**config.mk**
```make
export PLATFORM = sky130hd
export DESIGN_NAME = polynomial_pair_evaluator_top
export DESIGN_NICKNAME = d
export VERILOG_FILES = /design/src/rtl/ppe_pkg.sv /design/src/rtl/polynomial_pair_evaluator_top.sv /design/src/rtl/ppe_ram.sv /design/src/rtl/ppe_mul.sv
export SDC_FILE = /design/constraint.sdc
export NUM_CORES = 2
export LEC_CHECK = 0
export BUFFER_PORTS_ARGS = -buffer_cell sky130_fd_sc_hd__buf_2
export CAP_MARGIN = 15
export CORE_MARGIN = 4
export CORE_UTILIZATION = 60
export CTS_BUF_LIST = sky130_fd_sc_hd__clkbuf_8 sky130_fd_sc_hd__clkbuf_16
export DETAILED_ROUTE_END_ITERATION = 10
export MAX_ROUTING_LAYER = met4
export PLACE_DENSITY_LB_ADDON = 0.08
export SLEW_MARGIN = 0
export SYNTH_ARGS = -nofsm -noshare
export SYNTH_HDL_FRONTEND = slang
export SYNTH_HIERARCHICAL = 1
export SYNTH_SLANG_ARGS = --single-unit
```
**constraint.sdc**
```tcl
create_clock -name clk -period 17.2 [get_ports clk]
set_input_delay 4.3 -clock clk [delete_from_list [all_inputs] [get_ports clk]]
set_output_delay 4.3 -clock clk [all_outputs]
set_load 0.01 [all_outputs]
```
**src/rtl/ppe_pkg.sv**
```systemverilog
`timescale 1ns / 1ps

package ppe_pkg;

    // fixed field widths
    localparam int OP_W        = 3;
    localparam int IDX_W       = 4;
    localparam int COEFF_WIDTH = 16;
    localparam int POINT_WIDTH = 16;
    localparam int VAL_W       = 64;
    localparam int HALF_W      = VAL_W / 2;

    // default store depth
    localparam int NUM_COEFFS_DEF = 10;

    localparam logic signed [VAL_W-1:0] S64_MAX = {1'b0, {(VAL_W-1){1'b1}}};
    localparam logic signed [VAL_W-1:0] S64_MIN = {1'b1, {(VAL_W-1){1'b0}}};

    typedef enum logic [OP_W-1:0] {
        OP_LOAD_A = 3'd0,
        OP_LOAD_B = 3'd1,
        OP_SUM    = 3'd2,
        OP_DIFF   = 3'd3,
        OP_PROD   = 3'd4,
        OP_DERIV  = 3'd5
    } op_t;

    typedef enum logic [2:0] {
        MODE_SUM,
        MODE_DIFF,
        MODE_A,
        MODE_B,
        MODE_DERIV
    } mode_t;

    typedef enum logic [2:0] {
        S_IDLE,
        S_LOAD,
        S_MUL,
        S_MCHK,
        S_ADD,
        S_OUT
    } state_t;

    typedef struct packed {
        op_t                           op;
        logic [IDX_W-1:0]              coeff_index;
        logic signed [COEFF_WIDTH-1:0] coeff_value;
        logic signed [POINT_WIDTH-1:0] eval_point;
    } in_beat_t;

    typedef struct packed {
        logic signed [VAL_W-1:0] value;
        logic                    saturated;
    } out_beat_t;

    // multiplier control from the sequencer
    typedef struct packed {
        logic       load;
        logic       step;
        logic [1:0] sel;
        logic       finish;
    } mul_ctrl_t;

    // multiplier status back to the sequencer
    typedef struct packed {
        logic signed [VAL_W-1:0] result;
        logic                    sat;
        logic                    b_hi_zero;
    } mul_stat_t;

endpackage

```
**src/rtl/polynomial_pair_evaluator_top.sv**
```systemverilog
`timescale 1ns / 1ps

// Polynomial pair evaluator: two coefficient stores A and B, evaluated by Horner.
// Command channel: cmd is taken at a rising edge with start high and busy low.
//   Load A / load B write one coefficient (ignored past the store depth)
//   and do not raise busy; they return nothing. Unused op codes are dropped likewise.
//   Evaluate ops (sum, difference, product, derivative of A) raise busy until
//   the result beat is out.
// Result channel: done is high for exactly one cycle with result valid; the
//   receiver cannot stall, so each beat must be taken in that cycle.
// Sequence: each Horner step runs on the one shared multiplier
//   (operand load, two 32x32 partial products, saturate/resolve, add).
//   Sum/difference step through every coefficient from the top; the derivative
//   stops above the constant term. Product: two passes plus a final 64x64
//   multiply of 2 or 4 partial products.
//   busy drops in the done cycle, so a new command may be taken there.
// Reset: both stores read as zero (per-entry valid bits cleared at once);
//   no clearing pass is needed, the block is ready right after reset.
module polynomial_pair_evaluator_top #(
    parameter int NUM_COEFFS = ppe_pkg::NUM_COEFFS_DEF
) (
    input  logic               clk,
    input  logic               rst_n,
    input  logic               start,
    output logic               busy,
    input  ppe_pkg::in_beat_t  cmd,
    output logic               done,
    output ppe_pkg::out_beat_t result
);

    import ppe_pkg::*;

    localparam int CIW = $clog2(NUM_COEFFS);
    // widest prepared coefficient: i * a_i or a_i +/- b_i
    localparam int CEW = COEFF_WIDTH + CIW + 1;
    localparam logic [CIW-1:0] TOP_IDX = CIW'(NUM_COEFFS - 1);

    // sequencer
    state_t                  state_reg, state_next;
    mode_t                   mode_reg, mode_next;
    logic                    fin_reg, fin_next;     // final product multiply
    logic [CIW-1:0]          idx_reg, idx_next;
    logic [1:0]              pp_reg, pp_next;

    // datapath
    logic signed [VAL_W-1:0]       acc_reg, acc_next;
    logic signed [VAL_W-1:0]       pa_reg, pa_next;   // A(x) for the product
    logic signed [POINT_WIDTH-1:0] x_reg, x_next;
    logic                          sat_reg, sat_next;
    logic signed [CEW-1:0]         coef_reg, coef_next;
    logic                          prep_reg;

    // stores and valid bits
    logic [NUM_COEFFS-1:0]   vld_a_reg, vld_b_reg;
    logic                    rva_reg, rvb_reg;
    logic [COEFF_WIDTH-1:0]  ra, rb;

    // result beat
    logic                    done_reg, done_next;
    out_beat_t               res_reg, res_next;

    // shared multiplier
    mul_ctrl_t               mul_ctrl;
    mul_stat_t               mul_stat;
    logic signed [VAL_W-1:0] mul_a, mul_b;

    logic                    accept;
    logic                    is_eval;
    logic                    idx_ok;
    logic [CIW-1:0]          waddr;
    logic                    we_a, we_b;
    logic [CIW-1:0]          low_idx;
    logic                    last_step;
    logic                    mul_last;

    logic signed [COEFF_WIDTH-1:0] ca, cb;
    logic signed [CEW-1:0]         ea, eb, ei;
    logic signed [VAL_W:0]         sum_w;
    logic                          add_ovf;
    logic signed [VAL_W-1:0]       add_res;

    // ---------------- command decode ----------------
    assign busy    = (state_reg != S_IDLE);
    assign accept  = start && !busy;
    assign is_eval = (cmd.op == OP_SUM) || (cmd.op == OP_DIFF) ||
                     (cmd.op == OP_PROD) || (cmd.op == OP_DERIV);
    assign idx_ok  = (32'(cmd.coeff_index) < NUM_COEFFS);
    assign waddr   = CIW'(cmd.coeff_index);
    assign we_a    = accept && (cmd.op == OP_LOAD_A) && idx_ok;
    assign we_b    = accept && (cmd.op == OP_LOAD_B) && idx_ok;

    // ---------------- coefficient stores ----------------
    // Read address follows idx_reg; data lands in the following cycle.
    ppe_ram #(
        .WIDTH (COEFF_WIDTH),
        .DEPTH (NUM_COEFFS)
    ) u_ram_a (
        .clk   (clk),
        .we    (we_a),
        .waddr (waddr),
        .wdata (cmd.coeff_value),
        .raddr (idx_reg),
        .rdata (ra)
    );

    ppe_ram #(
        .WIDTH (COEFF_WIDTH),
        .DEPTH (NUM_COEFFS)
    ) u_ram_b (
        .clk   (clk),
        .we    (we_b),
        .waddr (waddr),
        .wdata (cmd.coeff_value),
        .raddr (idx_reg),
        .rdata (rb)
    );

    always_ff @(posedge clk or negedge rst_n)
    begin
        if (!rst_n)
        begin
            vld_a_reg <= '0;
            vld_b_reg <= '0;
            rva_reg   <= 1'b0;
            rvb_reg   <= 1'b0;
            prep_reg  <= 1'b0;
        end
        else
        begin
            if (we_a)
            begin
                vld_a_reg[waddr] <= 1'b1;
            end
            if (we_b)
            begin
                vld_b_reg[waddr] <= 1'b1;
            end
            rva_reg  <= vld_a_reg[idx_reg];
            rvb_reg  <= vld_b_reg[idx_reg];
            // read data is fresh the cycle after operand load
            prep_reg <= (state_reg == S_LOAD);
        end
    end

    // ---------------- coefficient prep ----------------
    always_comb
    begin
        ca = rva_reg ? $signed(ra) : '0;
        cb = rvb_reg ? $signed(rb) : '0;
        ea = CEW'(ca);
        eb = CEW'(cb);
        ei = CEW'($signed({1'b0, idx_reg}));
        case (mode_reg)
            MODE_SUM:   coef_next = ea + eb;
            MODE_DIFF:  coef_next = ea - eb;
            MODE_A:     coef_next = ea;
            MODE_B:     coef_next = eb;
            MODE_DERIV: coef_next = ea * ei;
            default:    coef_next = ea;
        endcase
    end

    always_ff @(posedge clk)
    begin
        if (prep_reg)
        begin
            coef_reg <= coef_next;
        end
    end

    // ---------------- shared multiplier ----------------
    // Horner steps: acc * x. Product op: A(x) * B(x) at the end.
    assign mul_a = fin_reg ? pa_reg : acc_reg;
    assign mul_b = fin_reg ? acc_reg : VAL_W'(x_reg);

    ppe_mul u_mul (
        .clk  (clk),
        .ctrl (mul_ctrl),
        .a    (mul_a),
        .b    (mul_b),
        .stat (mul_stat)
    );

    // ---------------- saturating add ----------------
    always_comb
    begin
        sum_w   = (VAL_W + 1)'(mul_stat.result) + (VAL_W + 1)'(coef_reg);
        add_ovf = (sum_w[VAL_W] != sum_w[VAL_W-1]);
        if (add_ovf)
        begin
            add_res = sum_w[VAL_W] ? S64_MIN : S64_MAX;
        end
        else
        begin
            add_res = sum_w[VAL_W-1:0];
        end
    end

    assign low_idx   = (mode_reg == MODE_DERIV) ? CIW'(1) : '0;
    assign last_step = (idx_reg == low_idx);
    // x fits the low half, so Horner steps need only two partial products
    assign mul_last  = (pp_reg == 2'd3) || ((pp_reg == 2'd1) && mul_stat.b_hi_zero);

    // ---------------- next state ----------------
    always_comb
    begin
        state_next = state_reg;
        case (state_reg)
            S_IDLE:
            begin
                if (accept && is_eval)
                begin
                    state_next = S_LOAD;
                end
            end
            S_LOAD:
            begin
                state_next = S_MUL;
            end
            S_MUL:
            begin
                if (mul_last)
                begin
                    state_next = S_MCHK;
                end
            end
            S_MCHK:
            begin
                state_next = fin_reg ? S_OUT : S_ADD;
            end
            S_ADD:
            begin
                if (last_step && (mode_reg != MODE_A) && (mode_reg != MODE_B))
                begin
                    state_next = S_IDLE;
                end
                else
                begin
                    state_next = S_LOAD;
                end
            end
            S_OUT:
            begin
                state_next = S_IDLE;
            end
            default:
            begin
                state_next = S_IDLE;
            end
        endcase
    end

    // ---------------- sequencer outputs ----------------
    always_comb
    begin
        mode_next = mode_reg;
        fin_next  = fin_reg;
        idx_next  = idx_reg;
        pp_next   = pp_reg;
        acc_next  = acc_reg;
        pa_next   = pa_reg;
        x_next    = x_reg;
        sat_next  = sat_reg;
        done_next = 1'b0;
        res_next  = res_reg;
        mul_ctrl  = '0;

        case (state_reg)
            S_IDLE:
            begin
                if (accept && is_eval)
                begin
                    idx_next = TOP_IDX;
                    acc_next = '0;
                    sat_next = 1'b0;
                    fin_next = 1'b0;
                    x_next   = cmd.eval_point;
                    case (cmd.op)
                        OP_DIFF:  mode_next = MODE_DIFF;
                        OP_PROD:  mode_next = MODE_A;
                        OP_DERIV: mode_next = MODE_DERIV;
                        default:  mode_next = MODE_SUM;
                    endcase
                end
            end
            S_LOAD:
            begin
                mul_ctrl.load = 1'b1;
                pp_next       = 2'd0;
            end
            S_MUL:
            begin
                mul_ctrl.step = 1'b1;
                mul_ctrl.sel  = pp_reg;
                pp_next       = pp_reg + 2'd1;
            end
            S_MCHK:
            begin
                mul_ctrl.finish = 1'b1;
            end
            S_ADD:
            begin
                acc_next = add_res;
                sat_next = sat_reg | mul_stat.sat | add_ovf;
                if (last_step)
                begin
                    case (mode_reg)
                        MODE_A:
                        begin
                            // A(x) done, start the B pass
                            pa_next   = add_res;
                            mode_next = MODE_B;
                            idx_next  = TOP_IDX;
                            acc_next  = '0;
                        end
                        MODE_B:
                        begin
                            fin_next = 1'b1;
                        end
                        default:
                        begin
                            done_next          = 1'b1;
                            res_next.value     = add_res;
                            res_next.saturated = sat_reg | mul_stat.sat | add_ovf;
                        end
                    endcase
                end
                else
                begin
                    idx_next = idx_reg - CIW'(1);
                end
            end
            S_OUT:
            begin
                done_next          = 1'b1;
                res_next.value     = mul_stat.result;
                res_next.saturated = sat_reg | mul_stat.sat;
            end
            default:
            begin
                done_next = 1'b0;
            end
        endcase
    end

    // ---------------- registers ----------------
    always_ff @(posedge clk or negedge rst_n)
    begin
        if (!rst_n)
        begin
            state_reg <= S_IDLE;
            mode_reg  <= MODE_SUM;
            fin_reg   <= 1'b0;
            idx_reg   <= '0;
            pp_reg    <= 2'd0;
            done_reg  <= 1'b0;
        end
        else
        begin
            state_reg <= state_next;
            mode_reg  <= mode_next;
            fin_reg   <= fin_next;
            idx_reg   <= idx_next;
            pp_reg    <= pp_next;
            done_reg  <= done_next;
        end
    end

    always_ff @(posedge clk)
    begin
        acc_reg <= acc_next;
        pa_reg  <= pa_next;
        x_reg   <= x_next;
        sat_reg <= sat_next;
        res_reg <= res_next;
    end

    assign done   = done_reg;
    assign result = res_reg;

endmodule

```
**src/rtl/ppe_ram.sv**
```systemverilog
`timescale 1ns / 1ps

module ppe_ram #(
    parameter int WIDTH = ppe_pkg::COEFF_WIDTH,
    parameter int DEPTH = ppe_pkg::NUM_COEFFS_DEF
) (
    input  logic                     clk,
    input  logic                     we,
    input  logic [$clog2(DEPTH)-1:0] waddr,
    input  logic [WIDTH-1:0]         wdata,
    input  logic [$clog2(DEPTH)-1:0] raddr,
    output logic [WIDTH-1:0]         rdata
);

    logic [WIDTH-1:0] mem [DEPTH];
    logic [WIDTH-1:0] rdata_reg;

    always_ff @(posedge clk)
    begin
        if (we)
        begin
            mem[waddr] <= wdata;
        end
        rdata_reg <= mem[raddr];
    end

    assign rdata = rdata_reg;

endmodule

```
**src/rtl/ppe_mul.sv**
```systemverilog
`timescale 1ns / 1ps

// Saturating signed 64x64 multiply, one 32x32 partial product per step.
module ppe_mul (
    input  logic                                clk,
    input  ppe_pkg::mul_ctrl_t                  ctrl,
    input  logic signed [ppe_pkg::VAL_W-1:0]    a,
    input  logic signed [ppe_pkg::VAL_W-1:0]    b,
    output ppe_pkg::mul_stat_t                  stat
);

    import ppe_pkg::*;

    localparam int PROD_W = 2 * VAL_W;

    logic [VAL_W-1:0]        ua_reg, ua_next;
    logic [VAL_W-1:0]        ub_reg, ub_next;
    logic                    neg_reg, neg_next;
    logic [PROD_W-1:0]       prod_reg, prod_next;
    logic signed [VAL_W-1:0] res_reg, res_next;
    logic                    sat_reg, sat_next;

    logic [HALF_W-1:0]       a_half, b_half;
    logic [VAL_W-1:0]        pp;
    logic [PROD_W-1:0]       pp_shifted;
    logic [VAL_W-1:0]        limit;
    logic                    over;

    always_comb
    begin
        a_half = ctrl.sel[0] ? ua_reg[VAL_W-1:HALF_W] : ua_reg[HALF_W-1:0];
        b_half = ctrl.sel[1] ? ub_reg[VAL_W-1:HALF_W] : ub_reg[HALF_W-1:0];
        pp     = VAL_W'(a_half) * VAL_W'(b_half);
        case (ctrl.sel)
            2'd0:    pp_shifted = PROD_W'(pp);
            2'd3:    pp_shifted = PROD_W'(pp) << VAL_W;
            default: pp_shifted = PROD_W'(pp) << HALF_W;
        endcase

        // magnitude limit: 2^63 for a negative result, 2^63-1 otherwise
        limit = neg_reg ? VAL_W'(S64_MIN) : VAL_W'(S64_MAX);
        over  = (prod_reg[PROD_W-1:VAL_W] != '0) || (prod_reg[VAL_W-1:0] > limit);

        ua_next   = ua_reg;
        ub_next   = ub_reg;
        neg_next  = neg_reg;
        prod_next = prod_reg;
        res_next  = res_reg;
        sat_next  = sat_reg;

        if (ctrl.load)
        begin
            ua_next   = a[VAL_W-1] ? VAL_W'(0) - VAL_W'(a) : VAL_W'(a);
            ub_next   = b[VAL_W-1] ? VAL_W'(0) - VAL_W'(b) : VAL_W'(b);
            neg_next  = a[VAL_W-1] ^ b[VAL_W-1];
            prod_next = '0;
        end
        else if (ctrl.step)
        begin
            prod_next = prod_reg + pp_shifted;
        end
        else if (ctrl.finish)
        begin
            sat_next = over;
            if (over)
            begin
                res_next = neg_reg ? S64_MIN : S64_MAX;
            end
            else
            begin
                res_next = neg_reg ? $signed(VAL_W'(0) - prod_reg[VAL_W-1:0])
                                   : $signed(prod_reg[VAL_W-1:0]);
            end
        end
    end

    always_ff @(posedge clk)
    begin
        ua_reg   <= ua_next;
        ub_reg   <= ub_next;
        neg_reg  <= neg_next;
        prod_reg <= prod_next;
        res_reg  <= res_next;
        sat_reg  <= sat_next;
    end

    assign stat.result    = res_reg;
    assign stat.sat       = sat_reg;
    assign stat.b_hi_zero = (ub_reg[VAL_W-1:HALF_W] == '0);

endmodule
```
# Word level (Yosys, flattened, before mapping)
# Memories as Yosys holds them, arrays and structs flattened. A register that Yosys moved wholly into a read port is not among the register bits.
# Index checks and enable logic that the tools add are counted.
op_classes:
  n_addsub: 9
  mul: 2
  div: 0
  n_lt_le_gt_ge: 5
  eq_ne: 28
  shifts: 0
  muxes: 59
  n_bitwise: 7
  n_reduce_logical: 36
ops:
  columns: ["operator", "count"]
  rows:
  - ["$mux 64", 10]
  - ["$pmux 128 s2", 1]
  - ["$sub 1x64->64 const A", 3]
  - ["$mux 65", 2]
  - ["$pmux 65 s2", 1]
  - ["$add 128x128->128", 1]
  - ["$pmux 64 s2", 1]
  - ["$mux 63", 2]
  - ["$pmux 21 s4", 1]
  - ["$add 64x21->65", 1]
  - ["$gt 64x64->1", 1]
  - ["$mul 32x32->64", 1]
  - ["$mux 32", 2]
  - ["$reduce_bool 64->1", 1]
  - ["$logic_not 32->1", 1]
  - ["$mux 16", 2]
  - ["$mul 16x5->21", 1]
  - ["$or 10x10->10", 2]
  - ["$eq 3x2->1 const B", 6]
  - ["$mux 3", 6]
  - ["$add 16x16->17", 1]
  - ["$mux 1", 17]
  - ["$sub 16x16->17", 1]
  - ["$eq 3x3->1 const B", 5]
  - ["other kinds (36)", 76]
totals:
  ff_bits: 590
  latch_bits: 0
  mem_bits_rw: 320
  rom_bits: 0
  in_bits: 42
  output_inout_bits: 67
  word_cells: 174
  mem_count: 2
memory_table:
  columns: ["memory", "depth", "width", "rd", "rd_clocked_by_memory_dff", "write_ports", "line_no", "rtl"]
  rows:
  - ["u_ram_a.mem", 10, 16, 1, 1, 1, "ppe_ram.sv:15", "logic [WIDTH-1:0] mem [DEPTH];"]
  - ["u_ram_b.mem", 10, 16, 1, 1, 1, "ppe_ram.sv:15", null]

# Longest topological paths before layout
logic_depth:
  depth_word: 7
  mapped_depth: 49
  depth_no_buf: 44

# By module
# Netlist, hierarchy kept.
by_module_without_submodules:
  columns: ["module", "instances", "cells_each", "area_each_um2"]
  rows:
  - ["ppe_mul", 1, 6774, 58927.8]
  - ["polynomial_pair_evaluator_top", 1, 2186, 20149.3]
  - ["ppe_ram", 2, 358, 6712.7]

# Least setup slack after synthesis
# No wires, ideal clock.
synth_path:
  path_kind: "register to register"
  startpoint: "reg state_reg[2]"
  endpoint: "reg u_mul.res_reg[0] (enable)"
  arrival_ns: 12.840
  slack_ns: 3.810
  stages_incl_launch_ff: 6
  n_path_buf: 2
  period_less_slack_ns: 13.390
  cell_sequence: "dfrtp_1 > clkbuf_1 > nor3b_1 > nor2_1 > clkbuf_1 > and2_1"
synth_rtl:
  columns: ["item", "line_no", "rtl"]
  rows:
  - ["start: declaration", "polynomial_pair_evaluator_top.sv:39", "state_t state_reg, state_next;"]
  - ["start signal: assignment", "polynomial_pair_evaluator_top.sv:360", "state_reg <= state_next;"]
  - ["end signal: assignment", "ppe_mul.sv:83", "res_reg <= res_next;"]
  - ["end: declaration", "ppe_mul.sv:20", "logic signed [VAL_W-1:0] res_reg, res_next;"]

==> impl_metrics.prom <==
# TYPE chip_impl_metric gauge
chip_impl_info{name="outcome",value="finished clean"} 1
chip_impl_metric{name="max_cap_violations",unit=""} 0
chip_impl_info{name="synth-main-ff-cell",value="sky130_fd_sc_hd__edfxtp_1"} 1
chip_impl_info{name="commonest_non_fill_non_tap_cell_in_the_layout",value="sky130_fd_sc_hd__inv_1"} 1
chip_impl_metric{name="postRouteAntennaNets",unit=""} 0
chip_impl_metric{name="final_hold_viol_count",unit=""} 0
chip_impl_info{name="tritoncts",value="built"} 1
chip_impl_metric{name="fin_skew",unit="ps"} 76.7
chip_impl_metric{name="growth_of_design_area_from_synthesis_to_finish",unit="%"} 7.02
chip_impl_metric{name="synth_nets",unit=""} 11300
chip_impl_metric{name="final.fill_count",unit=""} 12500
chip_impl_metric{name="viasPerCell",unit=""} 6.50
chip_impl_info{name="rsz0062_at_grt",value="no"} 1
chip_impl_metric{name="maximum_number_of_pins_on_one_net_before_global_route_repair",unit=""} 76
chip_impl_metric{name="max_clock_freq",unit="MHz"} 66.0
chip_impl_info{name="timing.hold.worst.class",value="flop to flop"} 1
chip_impl_metric{name="die_area",unit="mm2"} 0.161
chip_impl_metric{name="timing.hold.ws",unit="ps"} 455
chip_impl_metric{name="setup_viol_count_final",unit=""} 0
chip_impl_metric{name="synth_cells",unit=""} 9676
chip_impl_metric{name="clock-sinks",unit=""} 942
chip_impl_metric{name="adder_cell_share_of_the_synthesized_area",unit="%"} 28.4
chip_impl_metric{name="cp.arrival",unit="ps"} 15820
chip_impl_info{name="most_frequent_cells_in_the_layout",value="sky130_fd_sc_hd__inv_1, sky130_fd_sc_hd__nor2_1, sky130_fd_sc_hd__nand2_1"} 1
chip_impl_info{name="cts_root_buffer",value="sky130_fd_sc_hd__clkbuf_16"} 1
chip_impl_metric{name="synth-seq-area-share",unit="%"} 28.6
chip_impl_metric{name="xor_xnor_cell_area_share_of_the_yosys_netlist",unit="%"} 3.72
chip_impl_info{name="critical_path.slowest_cell",value="sky130_fd_sc_hd__mux2i_2"} 1
chip_impl_metric{name="cts-root-to-sink-buffers",unit=""} 3
chip_impl_metric{name="timing.max_slew.rel_slack",unit="%"} 17.1
chip_impl_metric{name="grt_pass1_wl",unit="um"} 488000
chip_impl_metric{name="cts.htree.levels",unit=""} 3
chip_impl_metric{name="postSynthAreaPerCell",unit="um2"} 9.56
chip_impl_metric{name="setup_tns",unit="ps"} 0
chip_impl_metric{name="asyncSetResetFlopFracSynth",unit="%"} 3.93
chip_impl_metric{name="numCtsBuffers",unit=""} 100
chip_impl_metric{name="worstSkewPairLatency",unit="ps"} 780
chip_impl_metric{name="std_cell_rows",unit=""} 143
chip_impl_info{name="worst_setup_path_end_kind",value="flop"} 1
chip_impl_metric{name="worst-slew-pin-transition",unit="ps"} 1220
chip_impl_metric{name="place.gp.congestion",unit=""} 1.05
chip_impl_metric{name="post_cts.resized_instances",unit=""} 0
chip_impl_metric{name="critical_path_peak_fanout",unit=""} 45
chip_impl_metric{name="cts.repair_timing.setup_buffer_count",unit=""} 0
chip_impl_metric{name="grt_overflow",unit=""} 0
chip_impl_metric{name="wirelength",unit="um"} 331000
chip_impl_metric{name="grt_pass1_vias",unit=""} 75300
chip_impl_metric{name="dieHeight",unit="um"} 401
chip_impl_metric{name="design.portCount",unit=""} 109
chip_impl_info{name="crit_path_start_kind",value="flop"} 1
chip_impl_info{name="timing.setup.critical_path_class",value="flop to flop"} 1
chip_impl_metric{name="routed-via-count",unit=""} 76300
chip_impl_metric{name="drv_slew",unit=""} 0
chip_impl_metric{name="synth_seq_cells",unit=""} 942
chip_impl_metric{name="place.port_buffers",unit=""} 108
chip_impl_metric{name="avgRoutedWirePerCell",unit="um"} 28.2
chip_impl_metric{name="final_min_period_over_clock_period",unit="%"} 88.1
chip_impl_metric{name="antenna_found_initial",unit=""} 15
chip_impl_metric{name="post_synth_mux_area_share",unit="%"} 5.53
chip_impl_metric{name="mappedNetlistArea",unit="mm2"} 0.0925
chip_impl_metric{name="gr-usage-all-layers",unit="%"} 41.9
chip_impl_info{name="combinational_family_with_the_most_area_after_synthesis",value="adder cells"} 1
chip_impl_metric{name="dp.final_hpwl",unit="um"} 253000
chip_impl_metric{name="cp_data_required_time",unit="ps"} 17870
chip_impl_metric{name="start_util",unit="%"} 60.6
chip_impl_metric{name="drtPass1Iterations",unit=""} 6
chip_impl_metric{name="ctsHoldBuffers",unit=""} 0
chip_impl_metric{name="synth_warnings",unit=""} 6
chip_impl_metric{name="floorplan.die.width",unit="um"} 401
chip_impl_metric{name="netlist-cell-type-count",unit=""} 101
chip_impl_metric{name="final_nets",unit=""} 11200
chip_impl_metric{name="post_synthesis_compound_gate_area_fraction",unit="%"} 13.1
chip_impl_metric{name="simple_gate_portion_of_the_synthesized_area",unit="%"} 14.0
chip_impl_metric{name="worst_path_largest_cell_delay",unit="ps"} 1030
chip_impl_metric{name="core-area",unit="mm2"} 0.153
chip_impl_metric{name="post-route-drc-count",unit=""} 0
chip_impl_metric{name="synth_edf_count",unit=""} 745
chip_impl_metric{name="worst_setup_hold_path_clk_slew",unit="ps"} 70
chip_impl_metric{name="drive_gt1_share",unit="%"} 9.33
chip_impl_metric{name="final_period_minus_worst_setup_slack",unit="ps"} 15150
chip_impl_info{name="crit_path_top_cell_by_count",value="sky130_fd_sc_hd__fa_1"} 1
chip_impl_metric{name="first_iter_violations",unit=""} 9455
[logic make-up (layout without fill, tap and decap cells)]
family                     Yosys count  after routing
other                                0             19
buffers and inverters             1581           1588
and+or+nand+nor                   2919           2919
adders and majority gates         1539           1539
AOI/OAI and AO/OA                 1828           1828
xor gates and xnor gates           393            393
muxes                              474            474
DFF                                942            942
[synthesized netlist by cell type (55+ instances only)]
| master | count | area, um2 |
|---|---|---|
| sky130_fd_sc_hd__ha_1 | 606 | 7580 |
| sky130_fd_sc_hd__o31ai_1 | 67 | 503 |
| sky130_fd_sc_hd__o21bai_1 | 76 | 571 |
| sky130_fd_sc_hd__a22o_1 | 106 | 928 |
| sky130_fd_sc_hd__or3_1 | 55 | 344 |
| sky130_fd_sc_hd__xor2_1 | 113 | 990 |
| sky130_fd_sc_hd__mux2_2 | 255 | 2870 |
| sky130_fd_sc_hd__nand2_1 | 1012 | 3800 |
| sky130_fd_sc_hd__clkbuf_1 | 390 | 1460 |
| sky130_fd_sc_hd__and2_1 | 90 | 563 |
| sky130_fd_sc_hd__o21ai_0 | 357 | 1790 |
| sky130_fd_sc_hd__a31oi_1 | 61 | 382 |
| sky130_fd_sc_hd__and3_1 | 71 | 444 |
| sky130_fd_sc_hd__inv_1 | 1109 | 4160 |
| sky130_fd_sc_hd__nor2_1 | 1078 | 4050 |
| sky130_fd_sc_hd__o22ai_1 | 72 | 450 |
| sky130_fd_sc_hd__nand4_1 | 104 | 651 |
| sky130_fd_sc_hd__edfxtp_1 | 745 | 22400 |
| sky130_fd_sc_hd__a21oi_1 | 503 | 2520 |
| sky130_fd_sc_hd__fa_1 | 933 | 18700 |
| sky130_fd_sc_hd__xnor2_1 | 280 | 2450 |
| sky130_fd_sc_hd__mux2i_1 | 214 | 2140 |
| sky130_fd_sc_hd__a21o_1 | 186 | 1400 |
| sky130_fd_sc_hd__nand3_1 | 115 | 576 |
| sky130_fd_sc_hd__nor3_1 | 118 | 591 |
| sky130_fd_sc_hd__dfxtp_1 | 160 | 3200 |
[layout make-up]
type | count | area (um2) | area share, %
tap | 2030 | 2540 | 2.57
clock buffer | 109 | 2640 | 2.66
inverter | 1112 | 4180 | 4.22
sequential | 942 | 26500 | 26.8
multi-input combinational | 7153 | 60300 | 60.9
antenna | 19 | 47.5 | 0.0480
timing repair buffer | 288 | 1920 | 1.94
clock inverter | 79 | 826 | 0.834
[per-stage QoR]
step | cells | instance area [um2] | util, % | worst slack (ps)
6_report | 11700 | 99000 | 64.9 | 2050
5_1_grt | 11700 | 99000 | 64.9 | 1380
4_1_cts | 11700 | 98900 | 64.8 | 2320
3_5_place_dp | 11500 | 95400 | 62.5 | 2330
3_3_place_gp | 11500 | 95400 | 62.5 | 2430
2_1_floorplan | 9676 | 92500 | - | 3810
[final timing paths]
| path | endpoint | slack [ps] | cells after the start | start |
|---|---|---|---|---|
| max | u_mul/prod_reg[99]$_SDFFE_PP0P_ | 2050 | 40 | state_reg[2]$_DFFE_PN0P_ |
| min | vld_b_reg[1]$_DFFE_PN0P_ | 450 | 1 | vld_b_reg[1]$_DFFE_PN0P_ |
| max reg2reg | u_mul/prod_reg[99]$_SDFFE_PP0P_ | 2050 | 40 | state_reg[2]$_DFFE_PN0P_ |
| min reg2reg | vld_b_reg[1]$_DFFE_PN0P_ | 450 | 1 | vld_b_reg[1]$_DFFE_PN0P_ |
| max in group asynchronous | idx_reg[0]$_DFFE_PN0P_ | 12710 | 1 | rst_n |
| min in group asynchronous | mode_reg[2]$_DFFE_PN0P_ | 3680 | 1 | rst_n |
[worst max-delay path: cells and delay by family (launching register included)]
kind                     cells  cell delay, ps
adder cells (fa/ha/maj)     10            4620
AO/OA/AOI/OAI               13            4620
buffers and inverters        5             650
AND/OR/NAND/NOR             10            3370
XOR/XNOR                     1             170
multiplexers                 1            1030
flip-flops                   1             480
[routing by layer]
| metal | up-vias | share of wire, % | GRT usage (%) |
|---|---|---|---|
| met5 | - | 0 | - |
| met4 | 0 | 6.7 | 22.2 |
| met3 | 959 | 12 | 11.5 |
| met2 | 4643 | 43 | 60.1 |
| met1 | 37700 | 39 | 54.3 |
| li1 | 33000 | - | - |
Power is left out: the tool's default activity adds up to more than one toggle a clock period on the data nets, which glitch-free logic cannot reach.
